[src/hw/rtl/wkbp_pkg.sv]
// shared types and constants for the wkb geometry stream parser
// depends on nothing; used by wkbp_parser, wkbp_rsp_queue and the top level

package wkbp_pkg;

   // parse phase, one-hot
   typedef enum logic [7:0] {
      PH_IDLE   = 8'b0000_0001,
      PH_TYPE   = 8'b0000_0010,
      PH_OUTER  = 8'b0000_0100,
      PH_HEADER = 8'b0000_1000,
      PH_RINGS  = 8'b0001_0000,
      PH_POINTS = 8'b0010_0000,
      PH_X      = 8'b0100_0000,
      PH_Y      = 8'b1000_0000
   } phase_type;

   // geometry type codes
   localparam logic [2:0] GeomNone            = 3'd0;
   localparam logic [2:0] GeomPoint           = 3'd1;
   localparam logic [2:0] GeomLineString      = 3'd2;
   localparam logic [2:0] GeomPolygon         = 3'd3;
   localparam logic [2:0] GeomMultiPoint      = 3'd4;
   localparam logic [2:0] GeomMultiLineString = 3'd5;
   localparam logic [2:0] GeomMultiPolygon    = 3'd6;

   // result codes
   localparam logic       StatusVertex      = 1'b0;
   localparam logic       StatusUnsupported = 1'b1;
   localparam logic       CmdMoveTo         = 1'b0;
   localparam logic       CmdLineTo         = 1'b1;
   localparam logic [1:0] KindPoint         = 2'd0;
   localparam logic [1:0] KindLine          = 2'd1;
   localparam logic [1:0] KindRing          = 2'd2;

   // byte-order byte value that selects big endian
   localparam logic [7:0] ByteOrderBig = 8'h00;

   // index of the final byte of a field, and of a sub-geometry header
   localparam logic [2:0] WordLastByte  = 3'd3;
   localparam logic [2:0] CoordLastByte = 3'd7;
   localparam logic [2:0] HeaderLast    = 3'd4;

   // one result item
   typedef struct packed {
      logic        status;
      logic        command;
      logic [1:0]  part_kind;
      logic [63:0] x_bits;
      logic [63:0] y_bits;
      logic        geometry_end;
      logic        last;
   } rsp_type;

endpackage

[src/hw/rtl/wkb_geometry_stream_parser.sv]
// wkb geometry stream parser: one record byte per transaction in, vertex commands out
// results: each result is written into the result queue and is offered on rsp from there
// throughput: one byte per cycle; results leave at one per cycle while rsp_tready is high, from a four-entry queue,
// and req_tready drops while the queue holds three or more results
// reset: synchronous, clears the parse phase and the queue; no clearing pass
// depends on wkbp_pkg, wkbp_parser and wkbp_rsp_queue

module wkb_geometry_stream_parser #(
   parameter int COUNT_WIDTH = 32
) (
   input  logic         clock,
   input  logic         reset,
   input  logic         req_tvalid,
   output logic         req_tready,
   input  logic [7:0]   req_tdata,   // [7:0] data_byte
   input  logic         req_tuser,   // [0] record_start
   output logic         rsp_tvalid,
   input  logic         rsp_tready,
   output logic [135:0] rsp_tdata,   // [0] command, [2:1] part_kind, [66:3] x_bits,
                                     // [130:67] y_bits, [131] geometry_end, [135:132] zero
   output logic         rsp_tuser,   // [0] status
   output logic         rsp_tlast    // last result of the input byte
);

   logic              req_accept;
   logic              rsp_accept;
   wkbp_pkg::rsp_type res_a;
   wkbp_pkg::rsp_type res_b;
   logic [1:0]        res_count;
   wkbp_pkg::rsp_type head;

   assign req_accept = req_tvalid && req_tready;
   assign rsp_accept = rsp_tvalid && rsp_tready;

   // parse state and step logic
   wkbp_parser #(
      .COUNT_WIDTH (COUNT_WIDTH)
   ) u_parser (
      .clock        (clock),
      .reset        (reset),
      .step_en      (req_accept),
      .data_byte    (req_tdata),
      .record_start (req_tuser),
      .res_a        (res_a),
      .res_b        (res_b),
      .res_count    (res_count)
   );

   // result buffering between the two sides
   wkbp_rsp_queue u_queue (
      .clock      (clock),
      .reset      (reset),
      .push_count (res_count),
      .push_a     (res_a),
      .push_b     (res_b),
      .pop        (rsp_accept),
      .space_ok   (req_tready),
      .head_valid (rsp_tvalid),
      .head       (head)
   );

   // result packing
   assign rsp_tdata = {4'b0000, head.geometry_end, head.y_bits, head.x_bits,
                       head.part_kind, head.command};
   assign rsp_tuser = head.status;
   assign rsp_tlast = head.last;

endmodule

[src/hw/rtl/wkbp_parser.sv]
// byte-wise parse state and step logic for the wkb geometry stream parser
// depends on wkbp_pkg; gives up to two result items per accepted byte

module wkbp_parser #(
   parameter int COUNT_WIDTH = 32
) (
   input  logic             clock,
   input  logic             reset,
   input  logic             step_en,
   input  logic [7:0]       data_byte,
   input  logic             record_start,
   output wkbp_pkg::rsp_type res_a,
   output wkbp_pkg::rsp_type res_b,
   output logic [1:0]       res_count
);

   localparam logic [31:0] CountMax = 32'((64'd1 << COUNT_WIDTH) - 64'd1);
   localparam logic [COUNT_WIDTH-1:0] CountOne  = COUNT_WIDTH'(1);
   localparam logic [COUNT_WIDTH-1:0] CountZero = '0;

   // state registers
   wkbp_pkg::phase_type     phase_ff, phase_in;
   logic                    big_ff, big_in;
   logic [2:0]              gtype_ff, gtype_in;
   logic [63:0]             shift_ff, shift_in;
   logic [2:0]              cnt_ff, cnt_in;
   logic [2:0]              skip_ff, skip_in;
   logic [COUNT_WIDTH-1:0]  outer_ff, outer_in;
   logic [COUNT_WIDTH-1:0]  ring_ff, ring_in;
   logic [COUNT_WIDTH-1:0]  point_ff, point_in;
   logic [63:0]             held_x_ff, held_x_in;
   logic [63:0]             first_x_ff, first_x_in;
   logic [63:0]             first_y_ff, first_y_in;
   logic                    first_ff, first_in;

   // field assembly
   logic                    coord_phase;
   logic                    field_phase;
   logic [2:0]              last_byte;
   logic                    fld_done;
   logic [63:0]             acc;
   logic [31:0]             word32;
   logic [COUNT_WIDTH-1:0]  sat_cnt;
   logic [1:0]              kind;

   // end-of-part bookkeeping
   logic [COUNT_WIDTH-1:0]  outer_dec;
   logic [COUNT_WIDTH-1:0]  ring_dec;
   logic [COUNT_WIDTH-1:0]  point_dec;
   wkbp_pkg::phase_type     od_phase;
   wkbp_pkg::phase_type     rd_phase;
   logic [COUNT_WIDTH-1:0]  rd_outer;
   wkbp_pkg::phase_type     pd_phase;
   logic [COUNT_WIDTH-1:0]  pd_ring;
   logic [COUNT_WIDTH-1:0]  pd_outer;

   logic [1:0]              n_res;

   // byte assembly into the current field
   assign coord_phase = (phase_ff == wkbp_pkg::PH_X) || (phase_ff == wkbp_pkg::PH_Y);
   assign field_phase = coord_phase || (phase_ff == wkbp_pkg::PH_TYPE) ||
                        (phase_ff == wkbp_pkg::PH_OUTER) ||
                        (phase_ff == wkbp_pkg::PH_RINGS) ||
                        (phase_ff == wkbp_pkg::PH_POINTS);
   assign last_byte = coord_phase ? wkbp_pkg::CoordLastByte : wkbp_pkg::WordLastByte;
   assign fld_done  = (cnt_ff >= last_byte);
   assign acc = big_ff ? {shift_ff[55:0], data_byte}
                       : (shift_ff | (64'(data_byte) << {cnt_ff, 3'b000}));
   assign word32  = acc[31:0];
   assign sat_cnt = (word32 > CountMax) ? CountMax[COUNT_WIDTH-1:0]
                                        : word32[COUNT_WIDTH-1:0];

   // part kind from geometry type
   always_comb begin
      case (gtype_ff)
         wkbp_pkg::GeomLineString, wkbp_pkg::GeomMultiLineString: kind = wkbp_pkg::KindLine;
         wkbp_pkg::GeomPolygon, wkbp_pkg::GeomMultiPolygon:       kind = wkbp_pkg::KindRing;
         default:                                                 kind = wkbp_pkg::KindPoint;
      endcase
   end

   // saturating decrements
   assign outer_dec = (outer_ff != CountZero) ? outer_ff - CountOne : CountZero;
   assign ring_dec  = (ring_ff != CountZero) ? ring_ff - CountOne : CountZero;
   assign point_dec = (point_ff != CountZero) ? point_ff - CountOne : CountZero;

   // next phase when an outer member, a polygon or a part is finished
   always_comb begin
      od_phase = (outer_dec != CountZero) ? wkbp_pkg::PH_HEADER : wkbp_pkg::PH_IDLE;
      if (gtype_ff == wkbp_pkg::GeomMultiPolygon) begin
         rd_phase = od_phase;
         rd_outer = outer_dec;
      end else begin
         rd_phase = wkbp_pkg::PH_IDLE;
         rd_outer = outer_ff;
      end
      pd_ring  = ring_ff;
      pd_outer = outer_ff;
      case (gtype_ff)
         wkbp_pkg::GeomPolygon, wkbp_pkg::GeomMultiPolygon: begin
            pd_ring = ring_dec;
            if (ring_dec != CountZero) begin
               pd_phase = wkbp_pkg::PH_POINTS;
            end else begin
               pd_phase = rd_phase;
               pd_outer = rd_outer;
            end
         end
         wkbp_pkg::GeomMultiPoint, wkbp_pkg::GeomMultiLineString: begin
            pd_phase = od_phase;
            pd_outer = outer_dec;
         end
         default: pd_phase = wkbp_pkg::PH_IDLE;
      endcase
   end

   // header bytes are counted only while skipping
   assign skip_in = ((phase_ff == wkbp_pkg::PH_HEADER) && (skip_ff < wkbp_pkg::HeaderLast))
                    ? skip_ff + 3'd1 : 3'd0;

   // one step of the parser
   always_comb begin
      phase_in   = phase_ff;
      big_in     = big_ff;
      gtype_in   = gtype_ff;
      shift_in   = shift_ff;
      cnt_in     = cnt_ff;
      outer_in   = outer_ff;
      ring_in    = ring_ff;
      point_in   = point_ff;
      held_x_in  = held_x_ff;
      first_x_in = first_x_ff;
      first_y_in = first_y_ff;
      first_in   = first_ff;
      n_res      = 2'd0;
      res_a = '{status: wkbp_pkg::StatusVertex, command: wkbp_pkg::CmdMoveTo,
                part_kind: wkbp_pkg::KindPoint, x_bits: 64'd0, y_bits: 64'd0,
                geometry_end: 1'b0, last: 1'b0};
      res_b = '{status: wkbp_pkg::StatusVertex, command: wkbp_pkg::CmdLineTo,
                part_kind: wkbp_pkg::KindRing, x_bits: 64'd0, y_bits: 64'd0,
                geometry_end: 1'b0, last: 1'b0};

      if (field_phase) begin
         if (fld_done) begin
            shift_in = 64'd0;
            cnt_in   = 3'd0;
         end else begin
            shift_in = acc;
            cnt_in   = cnt_ff + 3'd1;
         end
      end

      if (record_start) begin
         // new record: byte order, then the type word
         phase_in = wkbp_pkg::PH_TYPE;
         big_in   = (data_byte == wkbp_pkg::ByteOrderBig);
         gtype_in = wkbp_pkg::GeomNone;
         shift_in = 64'd0;
         cnt_in   = 3'd0;
         first_in = 1'b1;
      end else begin
         case (phase_ff)
            wkbp_pkg::PH_TYPE: begin
               if (fld_done) begin
                  if (word32 inside {[32'd1:32'd6]}) begin
                     gtype_in = word32[2:0];
                     case (word32[2:0])
                        wkbp_pkg::GeomPoint: begin
                           point_in = CountOne;
                           first_in = 1'b1;
                           phase_in = wkbp_pkg::PH_X;
                        end
                        wkbp_pkg::GeomLineString: phase_in = wkbp_pkg::PH_POINTS;
                        wkbp_pkg::GeomPolygon:    phase_in = wkbp_pkg::PH_RINGS;
                        default:                  phase_in = wkbp_pkg::PH_OUTER;
                     endcase
                  end else begin
                     gtype_in     = wkbp_pkg::GeomNone;
                     res_a.status = wkbp_pkg::StatusUnsupported;
                     n_res        = 2'd1;
                     phase_in     = wkbp_pkg::PH_IDLE;
                  end
               end
            end
            wkbp_pkg::PH_OUTER: begin
               if (fld_done) begin
                  outer_in = sat_cnt;
                  phase_in = (sat_cnt == CountZero) ? wkbp_pkg::PH_IDLE : wkbp_pkg::PH_HEADER;
               end
            end
            wkbp_pkg::PH_HEADER: begin
               if (skip_ff >= wkbp_pkg::HeaderLast) begin
                  case (gtype_ff)
                     wkbp_pkg::GeomMultiPoint: begin
                        point_in = CountOne;
                        first_in = 1'b1;
                        phase_in = wkbp_pkg::PH_X;
                     end
                     wkbp_pkg::GeomMultiLineString: phase_in = wkbp_pkg::PH_POINTS;
                     default:                       phase_in = wkbp_pkg::PH_RINGS;
                  endcase
               end
            end
            wkbp_pkg::PH_RINGS: begin
               if (fld_done) begin
                  ring_in = sat_cnt;
                  if (sat_cnt == CountZero) begin
                     phase_in = rd_phase;
                     outer_in = rd_outer;
                  end else begin
                     phase_in = wkbp_pkg::PH_POINTS;
                  end
               end
            end
            wkbp_pkg::PH_POINTS: begin
               if (fld_done) begin
                  point_in = sat_cnt;
                  first_in = 1'b1;
                  if (sat_cnt == CountZero) begin
                     // empty part emits nothing
                     phase_in = pd_phase;
                     ring_in  = pd_ring;
                     outer_in = pd_outer;
                  end else begin
                     phase_in = wkbp_pkg::PH_X;
                  end
               end
            end
            wkbp_pkg::PH_X: begin
               if (fld_done) begin
                  held_x_in = acc;
                  phase_in  = wkbp_pkg::PH_Y;
               end
            end
            wkbp_pkg::PH_Y: begin
               if (fld_done) begin
                  res_a.command   = first_ff ? wkbp_pkg::CmdMoveTo : wkbp_pkg::CmdLineTo;
                  res_a.part_kind = kind;
                  res_a.x_bits    = held_x_ff;
                  res_a.y_bits    = acc;
                  n_res           = 2'd1;
                  if (first_ff) begin
                     first_x_in = held_x_ff;
                     first_y_in = acc;
                  end
                  first_in = 1'b0;
                  point_in = point_dec;
                  if (point_dec == CountZero) begin
                     // ring closes on its first point
                     if (kind == wkbp_pkg::KindRing) begin
                        res_b.x_bits = first_x_in;
                        res_b.y_bits = first_y_in;
                        n_res        = 2'd2;
                     end
                     phase_in = pd_phase;
                     ring_in  = pd_ring;
                     outer_in = pd_outer;
                  end else begin
                     phase_in = wkbp_pkg::PH_X;
                  end
               end
            end
            default: phase_in = wkbp_pkg::PH_IDLE;
         endcase
      end

      // mark the last result of this byte and the end of the record
      if (n_res == 2'd1) begin
         res_a.last         = 1'b1;
         res_a.geometry_end = (phase_in == wkbp_pkg::PH_IDLE);
      end else if (n_res == 2'd2) begin
         res_b.last         = 1'b1;
         res_b.geometry_end = (phase_in == wkbp_pkg::PH_IDLE);
      end
   end

   assign res_count = step_en ? n_res : 2'd0;

   // control state
   always_ff @(posedge clock) begin
      if (reset) begin
         phase_ff <= wkbp_pkg::PH_IDLE;
         big_ff   <= 1'b0;
         gtype_ff <= wkbp_pkg::GeomNone;
         shift_ff <= 64'd0;
         cnt_ff   <= 3'd0;
         skip_ff  <= 3'd0;
         first_ff <= 1'b1;
      end else if (step_en) begin
         phase_ff <= phase_in;
         big_ff   <= big_in;
         gtype_ff <= gtype_in;
         shift_ff <= shift_in;
         cnt_ff   <= cnt_in;
         skip_ff  <= skip_in;
         first_ff <= first_in;
      end
   end

   // counts and coordinates, always written before they are read
   always_ff @(posedge clock) begin
      if (step_en) begin
         outer_ff   <= outer_in;
         ring_ff    <= ring_in;
         point_ff   <= point_in;
         held_x_ff  <= held_x_in;
         first_x_ff <= first_x_in;
         first_y_ff <= first_y_in;
      end
   end

endmodule

[src/hw/rtl/wkbp_rsp_queue.sv]
// four-entry result queue with two write slots and one read port
// depends on wkbp_pkg for the result item type

module wkbp_rsp_queue (
   input  logic              clock,
   input  logic              reset,
   input  logic [1:0]        push_count,
   input  wkbp_pkg::rsp_type push_a,
   input  wkbp_pkg::rsp_type push_b,
   input  logic              pop,
   output logic              space_ok,
   output logic              head_valid,
   output wkbp_pkg::rsp_type head
);

   wkbp_pkg::rsp_type slot_ff [4];
   logic [1:0] wr_ptr_ff, wr_ptr_in;
   logic [1:0] rd_ptr_ff, rd_ptr_in;
   logic [2:0] count_ff, count_in;

   // pointer and fill bookkeeping
   assign wr_ptr_in = wr_ptr_ff + push_count;
   assign rd_ptr_in = rd_ptr_ff + {1'b0, pop};
   assign count_in  = count_ff + {1'b0, push_count} - {2'b00, pop};

   // room for two more results whatever the read side does
   assign space_ok   = (count_ff <= 3'd2);
   assign head_valid = (count_ff != 3'd0);
   assign head       = slot_ff[rd_ptr_ff];

   always_ff @(posedge clock) begin
      if (reset) begin
         wr_ptr_ff <= 2'd0;
         rd_ptr_ff <= 2'd0;
         count_ff  <= 3'd0;
      end else begin
         wr_ptr_ff <= wr_ptr_in;
         rd_ptr_ff <= rd_ptr_in;
         count_ff  <= count_in;
      end
   end

   // result storage
   always_ff @(posedge clock) begin
      if (push_count != 2'd0) begin
         slot_ff[wr_ptr_ff] <= push_a;
      end
      if (push_count == 2'd2) begin
         slot_ff[wr_ptr_ff + 2'd1] <= push_b;
      end
   end

endmodule
[config.mk]
export PLATFORM = sky130hd
export DESIGN_NAME = wkb_geometry_stream_parser
export DESIGN_NICKNAME = d
export VERILOG_FILES = /design/src/hw/rtl/wkbp_pkg.sv /design/src/hw/rtl/wkb_geometry_stream_parser.sv /design/src/hw/rtl/wkbp_parser.sv /design/src/hw/rtl/wkbp_rsp_queue.sv
export SDC_FILE = /design/constraint.sdc
export NUM_CORES = 2
export LEC_CHECK = 0
export ABC_CLOCK_PERIOD_IN_PS = 14760
export BUFFER_PORTS_ARGS = -buffer_cell sky130_fd_sc_hd__buf_2
export CORE_ASPECT_RATIO = 0.5
export CORE_UTILIZATION = 40
export DETAILED_ROUTE_END_ITERATION = 10
export GPL_ROUTABILITY_DRIVEN = 0
export PLACE_DENSITY = 0.57
export REMOVE_ABC_BUFFERS = 1
export SETUP_SLACK_MARGIN = 0.1
export SLEW_MARGIN = 10
export SYNTH_ARGS = -nofsm -noshare
export SYNTH_HDL_FRONTEND = slang
export SYNTH_SLANG_ARGS = --single-unit
export TNS_END_PERCENT = 100
[constraint.sdc]
create_clock -name clock -period 14.76 [get_ports clock]
set_input_delay 2.952 -clock clock [delete_from_list [all_inputs] [get_ports clock]]
set_output_delay 2.952 -clock clock [all_outputs]
set_load 0.02 [all_outputs]
==> results.cfg <==
[floorplan]
coreArea_sq_um = 113000
die_h_um = 241
num_io_pins = 153
die_w_um = 479
die-area_sq_um = 115000
rows = 87
start_util_pct = 40.4

[yosys]
synth_top_area_share_pct = 53.3
synth_edf_count = 808
ys.flop_type = edfxtp_1
synth_top_area_cell = edfxtp_1
synth_commonest_cells = edfxtp_1 (808), o22ai_1 (545), nand2_1 (348)
ys_ff_latch = 914
avgSynthCellArea_sq_um = 11.6
yosysWarnings = 0
synthCells = 3920
async_flop_share_pct = 0
ys_seq_area_share_pct = 57.9
syn_area_sq_um = 45500
synth.most_common_cell = edfxtp_1
synth.distinct_cells = 92
synth_area_leaders = edfxtp_1 (53%), o22ai_1 (7.5%), mux4_2 (6.6%)

[finish]
final_layout_size_suffix_gt1_share_pct = 14.7
final_cell_area_sq_um = 50700
layout.nets = 3927
syn2layout_area_growth_pct = 11.3

[critical_path]
crit_path_end_kind = flip-flop
required_ps = 15070
setup.worst_path.class = in2reg
worst_r2r_path_depth = 12
arrival_ps = 8160
r2r_setup_slack_ps = 8220
critPathLaunchType = primary input
crit_fanout = 58

[detailed_routing]
drc = 0
post_drt_wl_per_cell_um = 25.9
vias = 34000
drt_iter0_drc = 4088
wl_um = 142000
viasPerCell = 6.20
firstDrtPassIters = 6
postRouteAntennaNets = 0

[clock_tree]
cts_buffers = 88
path_clk_slew_ps = 60
cts_resized = 0
cts_tree = yes
cts_sinks = 914
holdBufCountCts = 0
post_cts_buffers = 0
clkLatencyLatePin_ps = 720
h-tree-depth = 3
max-clock-path-buffers = 3
root_buffer = clkbuf_16

[global_route]
grt_pass1_vias = 32800
grt_max_degree = 96
track_usage_pct = 24.2
antenna_found_initial = 6
grt_pass1_wl_um = 211000
overflow = 0

[sta]
rsz0062_at_grt = false
setup_viol = 0
max_freq_ghz = 0.127
hold_viol = 0
fin_setup_tns_ps = 0
slew_headroom_pct = 17.9
worstMarginPinSlew_ps = 1230
finalCritPeriodShare_pct = 53.2
post-route-min-period_ps = 7850
slew_viol_final = 0
skew_ps = 47.7

[power_and_ir_drop]
power.density_nw_per_um2 = 128
max-vdd-ir-drop_v = 0.0000778
p_leak_nw = 16.1

[min_path]
hold_path.class = reg2reg
min_delay_path_depth = 2

[place]
placed_cell_area_sq_um = 47600
hpwlAfterDp_um = 82100
port-buffer-count = 148

[job]
drv_cap = 0

[status]
status = complete, no violations
cells by family (layout without fill, tap and decap cells):
group	after synthesis	in the layout	synth area share (%)
other	1	6	0.00823
AND/OR/NAND/NOR	1045	1045	11.5
buffers and inverters	518	570	4.57
flip-flops	914	914	57.9
adder cells (fa/ha/maj)	13	13	0.374
XOR/XNOR	59	59	1.13
multiplexers	257	257	9.33
AO/OA/AOI/OAI	1113	1113	15.1
final timing paths:
path,start,endpoint
setup / recovery,req_tdata[7],u_queue.slot_ff[0][16]$_DFFE_PP_
hold / removal,u_parser.shift_ff[58]$_SDFFE_PP0P_,u_parser.shift_ff[58]$_SDFFE_PP0P_
hold reg to reg,u_parser.shift_ff[58]$_SDFFE_PP0P_,u_parser.shift_ff[58]$_SDFFE_PP0P_
setup reg to reg,u_parser.big_ff$_SDFFE_PP0P_,u_queue.slot_ff[0][16]$_DFFE_PP_
flip-flops by register name (all words and copies together), names as in the netlist, 8 cells and up:
signal / count
u_parser.first_x_ff: 64
u_parser.first_y_ff: 64
u_parser.held_x_ff: 64
u_parser.outer_ff: 32
u_parser.phase_ff: 8
u_parser.point_ff: 32
u_parser.ring_ff: 32
u_parser.shift_ff: 64
u_queue.slot_ff: 536
critical path, stage by stage:
cell and delay (ps):
buf_2 200, a221oi_2 910, inv_1 150, nor3_1 270, nand4_1 400, o31a_1 470
o21ai_0 650, nand2b_4 600, buf_4 560, nand2_4 330, buf_4 530
layout make-up:
| type | instances | area (sq um) |
|---|---|---|
| Fill cell | 10400 | 62100 |
| Sequential cell | 914 | 26400 |
| Multi-Input combinational cell | 2491 | 17300 |
| Clock buffer | 108 | 2340 |
| Tap cell | 1513 | 1890 |
| Timing Repair Buffer | 233 | 1380 |
| Clock inverter | 56 | 731 |
| Inverter | 173 | 649 |
| Antenna cell | 2 | 5.00 |
report_power, final:
part / internal, W / switching [W] / total, W
registers: 0.00280 / 0.0000455 / 0.00284
clock network: 0.00140 / 0.00106 / 0.00246
logic: 0.000477 / 0.000713 / 0.00119
total: 0.00468 / 0.00181 / 0.00649
per-layer routing:
metal,part of all wire (%),GRT usage (%),vias to the layer above
met5,0,0,-
met4,2.5,6.78,0
met2,47,38.9,1605
li1,-,-,15100
met3,7.9,3.73,207
met1,43,34.1,17100
placed cells by master, fill, tap and decap left out, drive strengths merged, types with 34 or more instances in the layout:
cell / n
o22ai: 545
a21oi: 230
nor3: 83
nor2: 220
o21ai: 136
nand2: 350
mux4: 134
buf: 233
clkbuf: 108
edfxtp: 808
dfxtp: 106
nand2b: 150
inv: 174
nor4: 45
nand3: 47
clkinv: 37
xnor2: 34
mux2i: 121
stage by stage:
step / instances / total power [W] / util [%] / hold WS, ps / setup slack, ps
2_1_floorplan: 3578 / 0.00373 / - / 433 / 775
3_3_place_gp: 5324 / 0.00411 / 42.2 / 442 / 6470
3_5_place_dp: 5324 / 0.00411 / 42.2 / 449 / 6320
4_1_cts: 5488 / 0.00654 / 45.0 / 458 / 7020
5_1_grt: 5489 / 0.00668 / 45.0 / 484 / 6770
6_report: 5490 / 0.00649 / 45.0 / 461 / 6910
Note: power is estimated with default switching activity, not from simulation.
